<file path="config.mk">
export PLATFORM = sky130hd
export DESIGN_NAME = weight_row_normalizer
export DESIGN_NICKNAME = d
export VERILOG_FILES = /design/src/rtl/core/wrn_pkg.sv /design/src/rtl/core/wrn_row_buf.sv /design/src/rtl/core/wrn_divider.sv /design/src/rtl/core/weight_row_normalizer.sv
export SDC_FILE = /design/constraint.sdc
export NUM_CORES = 2
export LEC_CHECK = 0
export BUFFER_PORTS_ARGS = -buffer_cell sky130_fd_sc_hd__buf_2
export CAP_MARGIN = 20
export CORE_MARGIN = 2
export CORE_UTILIZATION = 40
export DETAILED_ROUTE_END_ITERATION = 10
export PLACE_DENSITY_LB_ADDON = 0.15
export SYNTH_ARGS = -nofsm -noshare
export SYNTH_HDL_FRONTEND = slang
export SYNTH_SLANG_ARGS = --single-unit
</file>
<file path="constraint.sdc">
create_clock -name clk -period 6.3 [get_ports clk]
set_input_delay 0.63 -clock clk [delete_from_list [all_inputs] [get_ports clk]]
set_output_delay 0.63 -clock clk [all_outputs]
set_load 0.02 [all_outputs]
</file>
<file path="src/rtl/core/wrn_pkg.sv">
// Shared constants and types for the weight row normaliser.
package wrn_pkg;

  // Defaults for the top-level parameters
  localparam int MAX_INFL_DEF  = 64;
  localparam int WFRAC_DEF     = 20;

  // Fixed field widths
  localparam int W_WIDTH   = 24;
  localparam int CNT_WIDTH = 7;
  localparam int SUM_WIDTH = 30;

  // Configuration port
  localparam int APB_AW = 3;
  localparam int APB_DW = 32;
  localparam logic [APB_AW-1:0]    ADDR_INFLUENCE_COUNT = 3'd0;
  localparam logic [CNT_WIDTH-1:0] CNT_RESET            = 7'd4;

  // Weight and count limits
  localparam logic [SUM_WIDTH-1:0] SUM_ONE_LSB = 30'd1;
  localparam logic [W_WIDTH-1:0]   W_ONE_LSB   = 24'd1;
  localparam logic [CNT_WIDTH-1:0] CNT_MAX     = 7'h7F;

  // Snapshot of a completed row
  typedef struct packed {
    logic [SUM_WIDTH-1:0] sum;
    logic [CNT_WIDTH-1:0] assigned;
    logic [CNT_WIDTH-1:0] max_seen;
    logic                 is_last;
  } row_info_t;

endpackage

</file>
<file path="src/rtl/core/wrn_row_buf.sv">
// Row buffer: weight store, running sum, assigned count and row snapshot.
module wrn_row_buf #(
  parameter int MAX_INFLUENCES = wrn_pkg::MAX_INFL_DEF,
  parameter int IW = (MAX_INFLUENCES > 1) ? $clog2(MAX_INFLUENCES) : 1,
  parameter int LW = ($clog2(MAX_INFLUENCES + 1) > wrn_pkg::CNT_WIDTH) ?
                     $clog2(MAX_INFLUENCES + 1) : wrn_pkg::CNT_WIDTH
) (
  input  logic                         clk,
  input  logic                         rst_n,
  input  logic                         wr_en,
  input  logic [wrn_pkg::W_WIDTH-1:0]  wr_weight,
  input  logic                         wr_last,
  input  logic [LW-1:0]                row_len,
  output logic                         row_end,
  input  logic                         rd_en,
  input  logic [IW-1:0]                rd_addr,
  output logic [wrn_pkg::W_WIDTH-1:0]  rd_data,
  output wrn_pkg::row_info_t           info,
  output logic [IW-1:0]                last_slot
);

  logic [wrn_pkg::W_WIDTH-1:0]   mem [MAX_INFLUENCES];
  logic [wrn_pkg::W_WIDTH-1:0]   rd_data_r;

  logic [IW-1:0]                 slot_r;
  logic [wrn_pkg::SUM_WIDTH-1:0] sum_r;
  logic [wrn_pkg::CNT_WIDTH-1:0] assigned_r;
  logic [wrn_pkg::CNT_WIDTH-1:0] max_r;
  logic                          is_last_r;

  wrn_pkg::row_info_t            info_r;
  logic [IW-1:0]                 last_slot_r;

  logic [wrn_pkg::SUM_WIDTH:0]   sum_wide;
  logic [wrn_pkg::SUM_WIDTH-1:0] sum_nxt;
  logic [wrn_pkg::CNT_WIDTH-1:0] assigned_nxt;
  logic [wrn_pkg::CNT_WIDTH-1:0] max_nxt;
  logic                          is_last_nxt;
  logic [LW-1:0]                 slot_p1;

  // Accumulators with the current item folded in
  always_comb begin
    sum_wide = {1'b0, sum_r} + (wrn_pkg::SUM_WIDTH + 1)'(wr_weight);
    sum_nxt  = sum_wide[wrn_pkg::SUM_WIDTH] ? {wrn_pkg::SUM_WIDTH{1'b1}}
                                            : sum_wide[wrn_pkg::SUM_WIDTH-1:0];
    assigned_nxt = assigned_r;
    if (wr_weight > wrn_pkg::W_ONE_LSB && assigned_r != wrn_pkg::CNT_MAX) begin
      assigned_nxt = assigned_r + 1'b1;
    end
    max_nxt     = (assigned_nxt > max_r) ? assigned_nxt : max_r;
    is_last_nxt = is_last_r | wr_last;
    slot_p1     = LW'(slot_r) + 1'b1;
  end

  // Row ends when the slot count reaches the current length
  assign row_end = wr_en && (slot_p1 >= row_len);

  // Accumulator state
  always_ff @(posedge clk) begin
    if (!rst_n) begin
      slot_r     <= '0;
      sum_r      <= '0;
      assigned_r <= '0;
      max_r      <= '0;
      is_last_r  <= 1'b0;
    end else if (wr_en) begin
      if (row_end) begin
        slot_r     <= '0;
        sum_r      <= '0;
        assigned_r <= '0;
        is_last_r  <= 1'b0;
        max_r      <= is_last_nxt ? '0 : max_nxt;
      end else begin
        slot_r     <= slot_r + 1'b1;
        sum_r      <= sum_nxt;
        assigned_r <= assigned_nxt;
        is_last_r  <= is_last_nxt;
      end
    end
  end

  // Snapshot of the finished row, held while it is read out
  always_ff @(posedge clk) begin
    if (row_end) begin
      info_r.sum      <= sum_nxt;
      info_r.assigned <= assigned_nxt;
      info_r.max_seen <= max_nxt;
      info_r.is_last  <= is_last_nxt;
      last_slot_r     <= slot_r;
    end
  end

  // Weight store, registered read
  always_ff @(posedge clk) begin
    if (wr_en) begin
      mem[slot_r] <= wr_weight;
    end
    if (rd_en) begin
      rd_data_r <= mem[rd_addr];
    end
  end

  assign rd_data   = rd_data_r;
  assign info      = info_r;
  assign last_slot = last_slot_r;

endmodule

</file>
<file path="src/rtl/core/wrn_divider.sv">
// Bit-serial restoring divider: rounded weight * 2^F / sum, saturated at 1.0.
module wrn_divider #(
  parameter int WEIGHT_FRAC_BITS = wrn_pkg::WFRAC_DEF
) (
  input  logic                          clk,
  input  logic                          rst_n,
  input  logic                          start,
  input  logic [wrn_pkg::W_WIDTH-1:0]   dividend,
  input  logic [wrn_pkg::SUM_WIDTH-1:0] divisor,
  output logic                          done,
  output logic [wrn_pkg::W_WIDTH-1:0]   quotient
);

  localparam int NW = wrn_pkg::W_WIDTH + WEIGHT_FRAC_BITS + 1;
  localparam int QW = WEIGHT_FRAC_BITS + 1;
  localparam int CW = (QW > wrn_pkg::W_WIDTH) ? QW : wrn_pkg::W_WIDTH;
  localparam int KW = $clog2(NW + 1);
  localparam logic [CW-1:0] SAT = (WEIGHT_FRAC_BITS >= wrn_pkg::W_WIDTH) ?
                                  CW'({wrn_pkg::W_WIDTH{1'b1}}) :
                                  (CW'(1) << WEIGHT_FRAC_BITS);

  logic                          busy_r;
  logic                          done_r;
  logic [KW-1:0]                 cnt_r;
  logic [NW-1:0]                 num_r;
  logic [wrn_pkg::SUM_WIDTH-1:0] rem_r;
  logic [wrn_pkg::SUM_WIDTH-1:0] div_r;
  logic [QW-1:0]                 q_r;
  logic                          big_r;

  logic [wrn_pkg::SUM_WIDTH:0]   trial;
  logic [wrn_pkg::SUM_WIDTH:0]   diff;
  logic                          ge;
  logic [wrn_pkg::SUM_WIDTH-1:0] rem_nxt;
  logic [CW-1:0]                 q_ext;

  // One quotient bit per cycle, numerator bits fed MSB first
  always_comb begin
    trial   = {rem_r, num_r[NW-1]};
    diff    = trial - {1'b0, div_r};
    ge      = (trial >= {1'b0, div_r});
    rem_nxt = ge ? diff[wrn_pkg::SUM_WIDTH-1:0] : trial[wrn_pkg::SUM_WIDTH-1:0];
  end

  // Sequencing
  always_ff @(posedge clk) begin
    if (!rst_n) begin
      busy_r <= 1'b0;
      done_r <= 1'b0;
      cnt_r  <= '0;
    end else begin
      done_r <= 1'b0;
      if (start) begin
        busy_r <= 1'b1;
        cnt_r  <= KW'(NW);
      end else if (busy_r) begin
        cnt_r <= cnt_r - 1'b1;
        if (cnt_r == KW'(1)) begin
          busy_r <= 1'b0;
          done_r <= 1'b1;
        end
      end
    end
  end

  // Datapath; bits shifted off the top of the quotient mark an overflow
  always_ff @(posedge clk) begin
    if (start) begin
      num_r <= (NW'(dividend) << WEIGHT_FRAC_BITS) + NW'(divisor >> 1);
      rem_r <= '0;
      div_r <= divisor;
      q_r   <= '0;
      big_r <= 1'b0;
    end else if (busy_r) begin
      num_r <= num_r << 1;
      rem_r <= rem_nxt;
      q_r   <= {q_r[QW-2:0], ge};
      big_r <= big_r | q_r[QW-1];
    end
  end

  // Saturate at 1.0 and at the field maximum
  always_comb begin
    q_ext    = CW'(q_r);
    quotient = (big_r || q_ext > SAT) ? SAT[wrn_pkg::W_WIDTH-1:0]
                                      : q_ext[wrn_pkg::W_WIDTH-1:0];
  end

  assign done = done_r;

endmodule

</file>
<file path="src/rtl/core/weight_row_normalizer.sv">
// Input: a row of N weights is taken one item per cycle; results follow once the row ends.
// Each result passes through read, load, the divider steps and hand-over; when the row sum
// is one LSB or less the divider is skipped and the weight is passed through unchanged.
// Throughput: one row at a time; no item is taken while a row is being read out.
// Reset (synchronous, rst_n low) clears all control state and sets influence_count to 4.
// Top level of the weight row normaliser.
module weight_row_normalizer #(
  parameter int MAX_INFLUENCES   = wrn_pkg::MAX_INFL_DEF,
  parameter int WEIGHT_FRAC_BITS = wrn_pkg::WFRAC_DEF
) (
  input  logic                          clk,
  input  logic                          rst_n,
  // Configuration port
  input  logic                          psel,
  input  logic                          penable,
  input  logic                          pwrite,
  input  logic [wrn_pkg::APB_AW-1:0]    paddr,
  input  logic [wrn_pkg::APB_DW-1:0]    pwdata,
  output logic [wrn_pkg::APB_DW-1:0]    prdata,
  output logic                          pready,
  // Input channel
  input  logic                          in_valid,
  output logic                          in_stall,
  input  logic [wrn_pkg::W_WIDTH-1:0]   in_weight,
  input  logic                          in_last_vertex,
  // Result channel
  output logic                          out_valid,
  input  logic                          out_stall,
  output logic [wrn_pkg::W_WIDTH-1:0]   out_weight_out,
  output logic                          out_last_of_vertex,
  output logic [wrn_pkg::CNT_WIDTH-1:0] out_assigned_count,
  output logic [wrn_pkg::CNT_WIDTH-1:0] out_max_assigned,
  output logic                          out_last_of_buffer
);

  localparam int IW = (MAX_INFLUENCES > 1) ? $clog2(MAX_INFLUENCES) : 1;
  localparam int LW = ($clog2(MAX_INFLUENCES + 1) > wrn_pkg::CNT_WIDTH) ?
                      $clog2(MAX_INFLUENCES + 1) : wrn_pkg::CNT_WIDTH;

  typedef enum logic [2:0] {S_FILL, S_READ, S_LOAD, S_DIV, S_OUT} state_t;

  state_t                        state_r;
  logic [IW-1:0]                 k_r;
  logic [wrn_pkg::CNT_WIDTH-1:0] count_r;

  logic                          out_valid_r;
  logic [wrn_pkg::W_WIDTH-1:0]   out_weight_r;
  logic                          out_lov_r;
  logic [wrn_pkg::CNT_WIDTH-1:0] out_assigned_r;
  logic [wrn_pkg::CNT_WIDTH-1:0] out_max_r;
  logic                          out_lob_r;

  logic                          accept;
  logic                          cfg_wr;
  logic [LW-1:0]                 count_ext;
  logic [LW-1:0]                 row_len;
  logic                          row_end;
  logic [wrn_pkg::W_WIDTH-1:0]   rd_data;
  wrn_pkg::row_info_t            info;
  logic [IW-1:0]                 last_slot;
  logic                          div_start;
  logic                          div_done;
  logic [wrn_pkg::W_WIDTH-1:0]   div_q;
  logic                          is_final;

  // Configuration register
  assign pready = 1'b1;
  assign cfg_wr = psel && penable && pwrite && (paddr == wrn_pkg::ADDR_INFLUENCE_COUNT);

  always_ff @(posedge clk) begin
    if (!rst_n) begin
      count_r <= wrn_pkg::CNT_RESET;
    end else if (cfg_wr) begin
      count_r <= pwdata[wrn_pkg::CNT_WIDTH-1:0];
    end
  end

  assign prdata = (paddr == wrn_pkg::ADDR_INFLUENCE_COUNT) ?
                  wrn_pkg::APB_DW'(count_r) : '0;

  // Effective row length: zero acts as one, clamp at the buffer depth
  always_comb begin
    count_ext = LW'(count_r);
    if (count_ext == '0) begin
      row_len = LW'(1);
    end else if (count_ext > LW'(MAX_INFLUENCES)) begin
      row_len = LW'(MAX_INFLUENCES);
    end else begin
      row_len = count_ext;
    end
  end

  assign in_stall = (state_r != S_FILL);
  assign accept   = in_valid && !in_stall;

  wrn_row_buf #(
    .MAX_INFLUENCES (MAX_INFLUENCES),
    .IW             (IW),
    .LW             (LW)
  ) u_row_buf (
    .clk       (clk),
    .rst_n     (rst_n),
    .wr_en     (accept),
    .wr_weight (in_weight),
    .wr_last   (in_last_vertex),
    .row_len   (row_len),
    .row_end   (row_end),
    .rd_en     (state_r == S_READ),
    .rd_addr   (k_r),
    .rd_data   (rd_data),
    .info      (info),
    .last_slot (last_slot)
  );

  assign div_start = (state_r == S_LOAD) && (info.sum > wrn_pkg::SUM_ONE_LSB);

  wrn_divider #(
    .WEIGHT_FRAC_BITS (WEIGHT_FRAC_BITS)
  ) u_divider (
    .clk      (clk),
    .rst_n    (rst_n),
    .start    (div_start),
    .dividend (rd_data),
    .divisor  (info.sum),
    .done     (div_done),
    .quotient (div_q)
  );

  assign is_final = (k_r == last_slot);

  // Row read-out sequencer and output register
  always_ff @(posedge clk) begin
    if (!rst_n) begin
      state_r     <= S_FILL;
      k_r         <= '0;
      out_valid_r <= 1'b0;
    end else begin
      unique case (state_r)
        S_FILL: begin
          if (accept && row_end) begin
            k_r     <= '0;
            state_r <= S_READ;
          end
        end
        S_READ: begin
          state_r <= S_LOAD;
        end
        S_LOAD: begin
          out_lov_r      <= is_final;
          out_assigned_r <= info.assigned;
          out_max_r      <= info.max_seen;
          out_lob_r      <= is_final && info.is_last;
          if (div_start) begin
            state_r <= S_DIV;
          end else begin
            out_weight_r <= rd_data;
            out_valid_r  <= 1'b1;
            state_r      <= S_OUT;
          end
        end
        S_DIV: begin
          if (div_done) begin
            out_weight_r <= div_q;
            out_valid_r  <= 1'b1;
            state_r      <= S_OUT;
          end
        end
        S_OUT: begin
          if (!out_stall) begin
            out_valid_r <= 1'b0;
            if (is_final) begin
              state_r <= S_FILL;
            end else begin
              k_r     <= k_r + 1'b1;
              state_r <= S_READ;
            end
          end
        end
        default: begin
          state_r <= S_FILL;
        end
      endcase
    end
  end

  assign out_valid          = out_valid_r;
  assign out_weight_out     = out_weight_r;
  assign out_last_of_vertex = out_lov_r;
  assign out_assigned_count = out_assigned_r;
  assign out_max_assigned   = out_max_r;
  assign out_last_of_buffer = out_lob_r;

endmodule

</file>
== Word-level counts from Yosys, hierarchy flattened ==
Memory sizes are Yosys's and may differ from the RTL's. A register that Yosys moved wholly into a read port is not among the register bits.
Index checks and enable logic that the tools add are counted.

* Add/sub/neg operators: 8
* $lt $le $gt $ge: 7
* Equality and inequality tests: 12
* Mux-type cells: 40
* Bitwise operators: 4
* Reductions and logical operators: 27

{| class="wikitable"
|+ Operator list
! kind !! count
|-
| $mux 30 || 3
|-
| $mux 45 || 2
|-
| $mux 7 || 7
|-
| $mux 24 || 2
|-
| $pmux 24 s2 || 1
|-
| $add 44x29->45 || 1
|-
| $mux 6 || 6
|-
| $add 30x24->31 || 1
|-
| $ge 31x30->1 || 1
|-
| $gt 30x1->1 const B || 1
|-
| $sub 30x30->30 || 1
|-
| $gt 24x1->1 const B || 1
|-
| $gt 21x21->1 const B || 1
|-
| $mux 21 || 1
|-
| $pmux 3 s5 || 1
|-
| $add 6x1->6 const B || 2
|-
| $mux 3 || 4
|-
| $pmux 6 s2 || 1
|-
| $reduce_and 4->1 || 3
|-
| $mux 1 || 11
|-
| $logic_and 1x1->1 || 9
|-
| $ne 2x2->1 const B || 4
|-
| $add 6x1->7 const B || 1
|-
| $add 7x1->7 const B || 1
|-
| 24 further kinds || 32
|}

* Register bits: 294
* Memory bits (writable): 1536
* Input port bits: 67
* Output and inout bits: 75
* Word-level logic and storage cells: 127
* Memories kept: 1

{| class="wikitable"
|+ Memories
! memory !! words !! width !! read ports !! clocked after memory_dff !! write ports !! RTL line !! RTL
|-
| u_row_buf.mem || 64 || 24 || 1 || 1 || 1 || wrn_row_buf.sv:22 || <nowiki>logic [wrn_pkg::W_WIDTH-1:0] mem [MAX_INFLUENCES];</nowiki>
|}

== Longest topological paths before layout ==
* Depth after elaboration: 8
* Depth in mapped cells: 16
* Depth with buffers taken out: 16

== Cells and area by module ==
A second synthesis with hierarchy kept.

* Cell total of the unflattened synthesis: 3800
* Area, all modules: 75005.7 µm²

{| class="wikitable"
|+ By module, submodules not included
! module !! instances !! cells an instance !! area each (µm²) !! sequential area each (µm²)
|-
| wrn_row_buf || 1 || 2800 || 64469.3 || 49397.4
|-
| wrn_divider || 1 || 764 || 7716.2 || 3453.3
|-
| weight_row_normalizer || 1 || 236 || 2820.2 || 1541.5
|}

== Worst setup path after synthesis ==
OpenSTA, ideal clock, no wires.

* Kind: reg-to-reg
* From: register u_row_buf.slot_r[2]
* To: register state_r[0]
* Library setup time: 65 ps
* Arrival: 4593 ps
* Data required time: 6235 ps
* Setup slack: 1642 ps
* Cell stages (with the launch flop): 13
* Buffers on the path: 2
* Period minus slack after synthesis: 4658 ps
* Cell sequence: dfxtp_1 > clkbuf_1 > nand3_1 > clkbuf_1 > xnor2_1 > ha_1 > nand3_1 > o21ai_0 > a21oi_1 > nor2_1 > nor3_1 > o32a_1 > nor2_1

* Word-level cells in the longest chain between the ends: 6

{| class="wikitable"
|+ Ends and longest elaborated chain
! item !! RTL line !! RTL
|-
| start: declaration || wrn_row_buf.sv:25 || <nowiki>logic [IW-1:0] slot_r;</nowiki>
|-
| start signal: assignment || wrn_row_buf.sv:74 || <nowiki>slot_r <= slot_r + 1'b1;</nowiki>
|-
| $add 6x1->7 || wrn_row_buf.sv:52 || <nowiki>slot_p1 = LW'(slot_r) + 1'b1;</nowiki>
|-
| $ge 7x7->1 || wrn_row_buf.sv:56 || <nowiki>assign row_end = wr_en && (slot_p1 >= row_len);</nowiki>
|-
| $logic_and 1x1->1 || wrn_row_buf.sv:56 ||
|-
| named net row_end || weight_row_normalizer.sv:57 || <nowiki>logic row_end;</nowiki>
|-
| $logic_and 1x1->1 || weight_row_normalizer.sv:140 || <nowiki>if (accept && row_end) begin</nowiki>
|-
| $ne 2x2->1 (no source line) || - ||
|-
| $reduce_and 3->1 (no source line) || - ||
|-
| end signal: assignment || weight_row_normalizer.sv:142 || <nowiki>state_r <= S_READ;</nowiki>
|-
| end signal: assignment || weight_row_normalizer.sv:146 || <nowiki>state_r <= S_LOAD;</nowiki>
|-
| end signal: assignment || weight_row_normalizer.sv:154 || <nowiki>state_r <= S_DIV;</nowiki>
|-
| end: declaration || weight_row_normalizer.sv:42 || <nowiki>state_t state_r;</nowiki>
|}

The timed path passes the listed nets, and every way through them passes these cells.
A chain may end at the register's enable or synchronous reset.

== Worst setup path in the final report ==
* From: input in_weight[16] (netlist name)
* To: register u_row_buf.max_r[3] (netlist name)

* Word-level cells in the longest chain between the ends: 6

{| class="wikitable"
|+ Ends and longest elaborated chain
! item !! RTL line !! RTL
|-
| start: declaration || weight_row_normalizer.sv:24 || <nowiki>input logic [wrn_pkg::W_WIDTH-1:0] in_weight,</nowiki>
|-
| $gt 24x1->1 || wrn_row_buf.sv:47 || <nowiki>if (wr_weight > wrn_pkg::W_ONE_LSB && assigned_r != wrn_pkg::CNT_MAX) begin</nowiki>
|-
| $logic_and 1x1->1 || wrn_row_buf.sv:47 ||
|-
| $mux 7 || wrn_row_buf.sv:47 ||
|-
| named net u_row_buf.assigned_nxt (one bit) || wrn_row_buf.sv:36 || <nowiki>logic [wrn_pkg::CNT_WIDTH-1:0] assigned_nxt;</nowiki>
|-
| $gt 7x7->1 || wrn_row_buf.sv:50 || <nowiki>max_nxt = (assigned_nxt > max_r) ? assigned_nxt : max_r;</nowiki>
|-
| $mux 7 || wrn_row_buf.sv:50 ||
|-
| named net u_row_buf.max_nxt (one bit) || wrn_row_buf.sv:37 || <nowiki>logic [wrn_pkg::CNT_WIDTH-1:0] max_nxt;</nowiki>
|-
| $mux 7 || wrn_row_buf.sv:72 || <nowiki>max_r <= is_last_nxt ? '0 : max_nxt;</nowiki>
|-
| end signal: assignment || wrn_row_buf.sv:72 ||
|-
| end: declaration || wrn_row_buf.sv:28 || <nowiki>logic [wrn_pkg::CNT_WIDTH-1:0] max_r;</nowiki>
|}

The timed path passes the listed nets, and every way through them passes these cells.

==> results.py <==
metrics = {
    "floorplanning": {
        "dieWidth_um": 436,
        "die_h_um": 436,
        "pin_count": 142,
        "std_cell_rows": 158,
        "start_util_pct": 40.2,
        "coreArea_sq_um": 185000,
        "die_area_sq_um": 190000,
    },
    "power": {
        "power_density_nw_per_um2": 320,
        "p_leak_uw": 0.0268,
        "power_uw": 27300,
        "peakVddDrop_uv": 267,
    },
    "finish": {
        "area_growth_pct": 14.6,
        "final_cell_area_sq_um": 85400,
        "layout.cells.most_common_list": "edfxtp_1 (1726), mux4_2 (504), nand2_1 (196)",
        "final_common_cell": "edfxtp_1",
        "fin_cells": 6734,
        "nNetsFinal": 4244,
        "drive_above_1_share_pct": 25.7,
    },
    "worst_setup_path": {
        "cp_max_fo": 8,
        "r2r-start": "u_row_buf.assigned_r[0]",
        "cp-start-kind": "input pin",
        "worstPathRequired_ns": 7.00,
        "crit_arrival_ns": 5.03,
        "crit_path_start": "in_weight[16]",
        "crit_type": "in2reg",
        "endpoint_kind": "flip-flop",
    },
    "synth": {
        "synth_edf_count": 1726,
        "async_reset_ff_share_pct": 0,
        "ys.flop_type": "edfxtp_1",
        "netlist_area_sq_um": 74500,
        "avgSynthCellArea_sq_um": 19.3,
        "synth_seq_cells": 1854,
        "synth_cell_types": 65,
        "synthCells": 3864,
        "ys_warn_count": 0,
        "seq_area_frac_synth_pct": 73.0,
    },
    "sta": {
        "fmax_mhz": 231,
        "finalHoldViolCount": 0,
        "timing.hold.ws_ns": 0.0664,
        "final.period_utilization_pct": 68.8,
        "finalMaxSlewViolations": 0,
        "fin_worst_skew_ns": 0.0501,
        "setup_violations": 0,
        "worst_pin_slew_ns": 1.15,
        "rsz0062_at_grt": "false",
        "slew_headroom_pct": 23.2,
        "tns_ns": 0,
        "min_period_ns": 4.33,
    },
    "global_route": {
        "grt_pass1_wl_mm": 280,
        "grt_usage_pct": 20.7,
        "antenna_found_initial": 26,
        "grt_max_degree": 104,
        "grt_pass1_vias": 37700,
        "gr-total-overflow": 0,
    },
    "drt": {
        "wl_per_cell_um": 29.2,
        "drtIter0Drc": 3839,
        "firstDrtPassIters": 5,
        "routed_via_density": 5.57,
        "dr_total_vias": 37500,
        "totalWireLength_mm": 196,
        "ant_nets": 0,
        "drc": 0,
    },
    "placement": {
        "place_congestion": 0.802,
        "place_hpwl_mm": 115,
        "dpl-instance-area_sq_um": 78800,
        "placed_cells": 6358,
        "numPortBuffers": 90,
    },
    "job": {
        "maxCapViolations": 0,
    },
    "cts": {
        "cts_sinks": 1854,
        "htree_levels": 4,
        "clk_latency_ns": 0.84,
        "clk_pin_slew_ns": 0.06,
        "tritoncts": "built",
        "clock-root-buffer": "clkbuf_16",
        "cts_buffers": 191,
        "clockBufferDepth": 3,
        "cts_setup_buffers": 0,
    },
    "run_status": {
        "run_status": "complete, no violations",
    },
    "min_path": {
        "holdCritStartpoint": "in_last_vertex",
        "hold_class": "in2reg",
    },
}
-- layout make-up --
class | count | area [sq um]
clock buffer | 239 | 5000
fill | 15700 | 99900
clock inverter | 113 | 1100
antenna | 3 | 7.51
inverter | 75 | 282
multi-input combinational | 1742 | 19500
sequential | 1854 | 54400
tap | 2480 | 3100
timing repair buffer | 228 | 1970
-- final timing paths --
path / slack, ns / cells after the start / endpoint
worst max register to register: 2.28 / 14 / u_row_buf.max_r[3]
worst min register to register: 0.42 / 0 / out_assigned_count[4]
worst max-delay path: 1.97 / 16 / u_row_buf.max_r[3]
worst min-delay path: 0.07 / 3 / u_row_buf.is_last_r
-- per-stage QoR --
stage / utilization, % / setup slack [ns]
2_1_floorplan: - / 1.64
3_3_place_gp: 42.5 / 1.09
3_5_place_dp: 42.6 / 1.13
4_1_cts: 45.9 / 2.00
5_1_grt: 46.1 / 1.82
6_report: 46.1 / 1.97
-- kinds of logic (layout without fill, tap and decap cells) --
family,after synthesis,after routing,synth area share [%]
buffers and inverters,292,655,1.67
multiplexers,551,551,15.9
XOR/XNOR,83,83,0.976
adder cells (fa/ha/maj),85,85,1.46
flip-flops,1854,1854,73.0
other,2,29,0.0101
AO/OA/AOI/OAI,390,390,3.26
AND/OR/NAND/NOR,607,607,3.75
-- routing by layer --
layer | vias to the layer above | global-route usage [%] | wire, um
li1 | 16200 | - | -
met1 | 20000 | 29.7 | 85500
met2 | 1137 | 33.3 | 94800
met3 | 238 | 3.72 | 12500
met4 | 2 | 4.36 | 3390
met5 | - | 0 | 13
-- registers in the layout, summed over array words and instances (netlist names), 21 cells and up --
name	cells
u_divider.div_r	30
u_row_buf.sum_r	30
u_divider.rem_r	30
out_weight_out	24
u_row_buf.mem	1536
u_row_buf.info	45
u_divider.q_r	21
u_row_buf.rd_data	24
u_divider.num_r	45
-- power breakdown --
part,switching [uW],internal (uW)
Sequential,149,13700
Clock,4830,6270
Combinational,1470,906
Total,6450,20900
-- synthesized netlist by cell type (all sizes together) (5+ instances only) --
master,instances,share of area [%]
a211oi,8,0.087
a21boi,7,0.071
a21o,22,0.22
a21oi,123,0.83
a22o,45,0.53
a31oi,15,0.13
and2,21,0.18
and3,18,0.15
and4,5,0.059
buf,83,0.62
clkbuf,134,0.68
dfxtp,128,3.4
edfxtp,1726,70
ha,82,1.4
inv,74,0.37
mux2,6,0.091
mux2i,41,0.55
mux4,504,15
nand2,197,0.99
nand2b,16,0.13
nand3,34,0.23
nand3b,9,0.091
nand4,22,0.18
nor2,190,0.96
nor2b,11,0.092
nor3,31,0.21
nor3b,5,0.050
nor4,23,0.19
o211ai,5,0.050
o21a,19,0.19
o21ai,107,0.72
o21bai,7,0.071
o22ai,5,0.042
o31ai,9,0.091
or2,12,0.10
or3,6,0.050
xnor2,64,0.75
xor2,19,0.22
-- critical path, stage by stage --
cell	delay, ns
buf_2	0.22
nor4_1	0.80
nand2_1	0.57
nor2_1	0.23
a21oi_1	0.17
nand4_1	0.17
xnor2_1	0.22
ha_1	0.32
a21oi_1	0.14
nor2b_1	0.05
o21ai_0	0.15
o21ai_0	0.13
o22ai_1	0.65
mux2_2	0.43
nand2b_1	0.07
o21ai_0	0.07
-- what timing repair did --
item | CTS | global route
gates resized for setup | 0 | 0
hold buffers | 4 | 0
endpoints found under the hold margin | 4 | 0
Note: power is estimated with default switching activity, not from simulation.
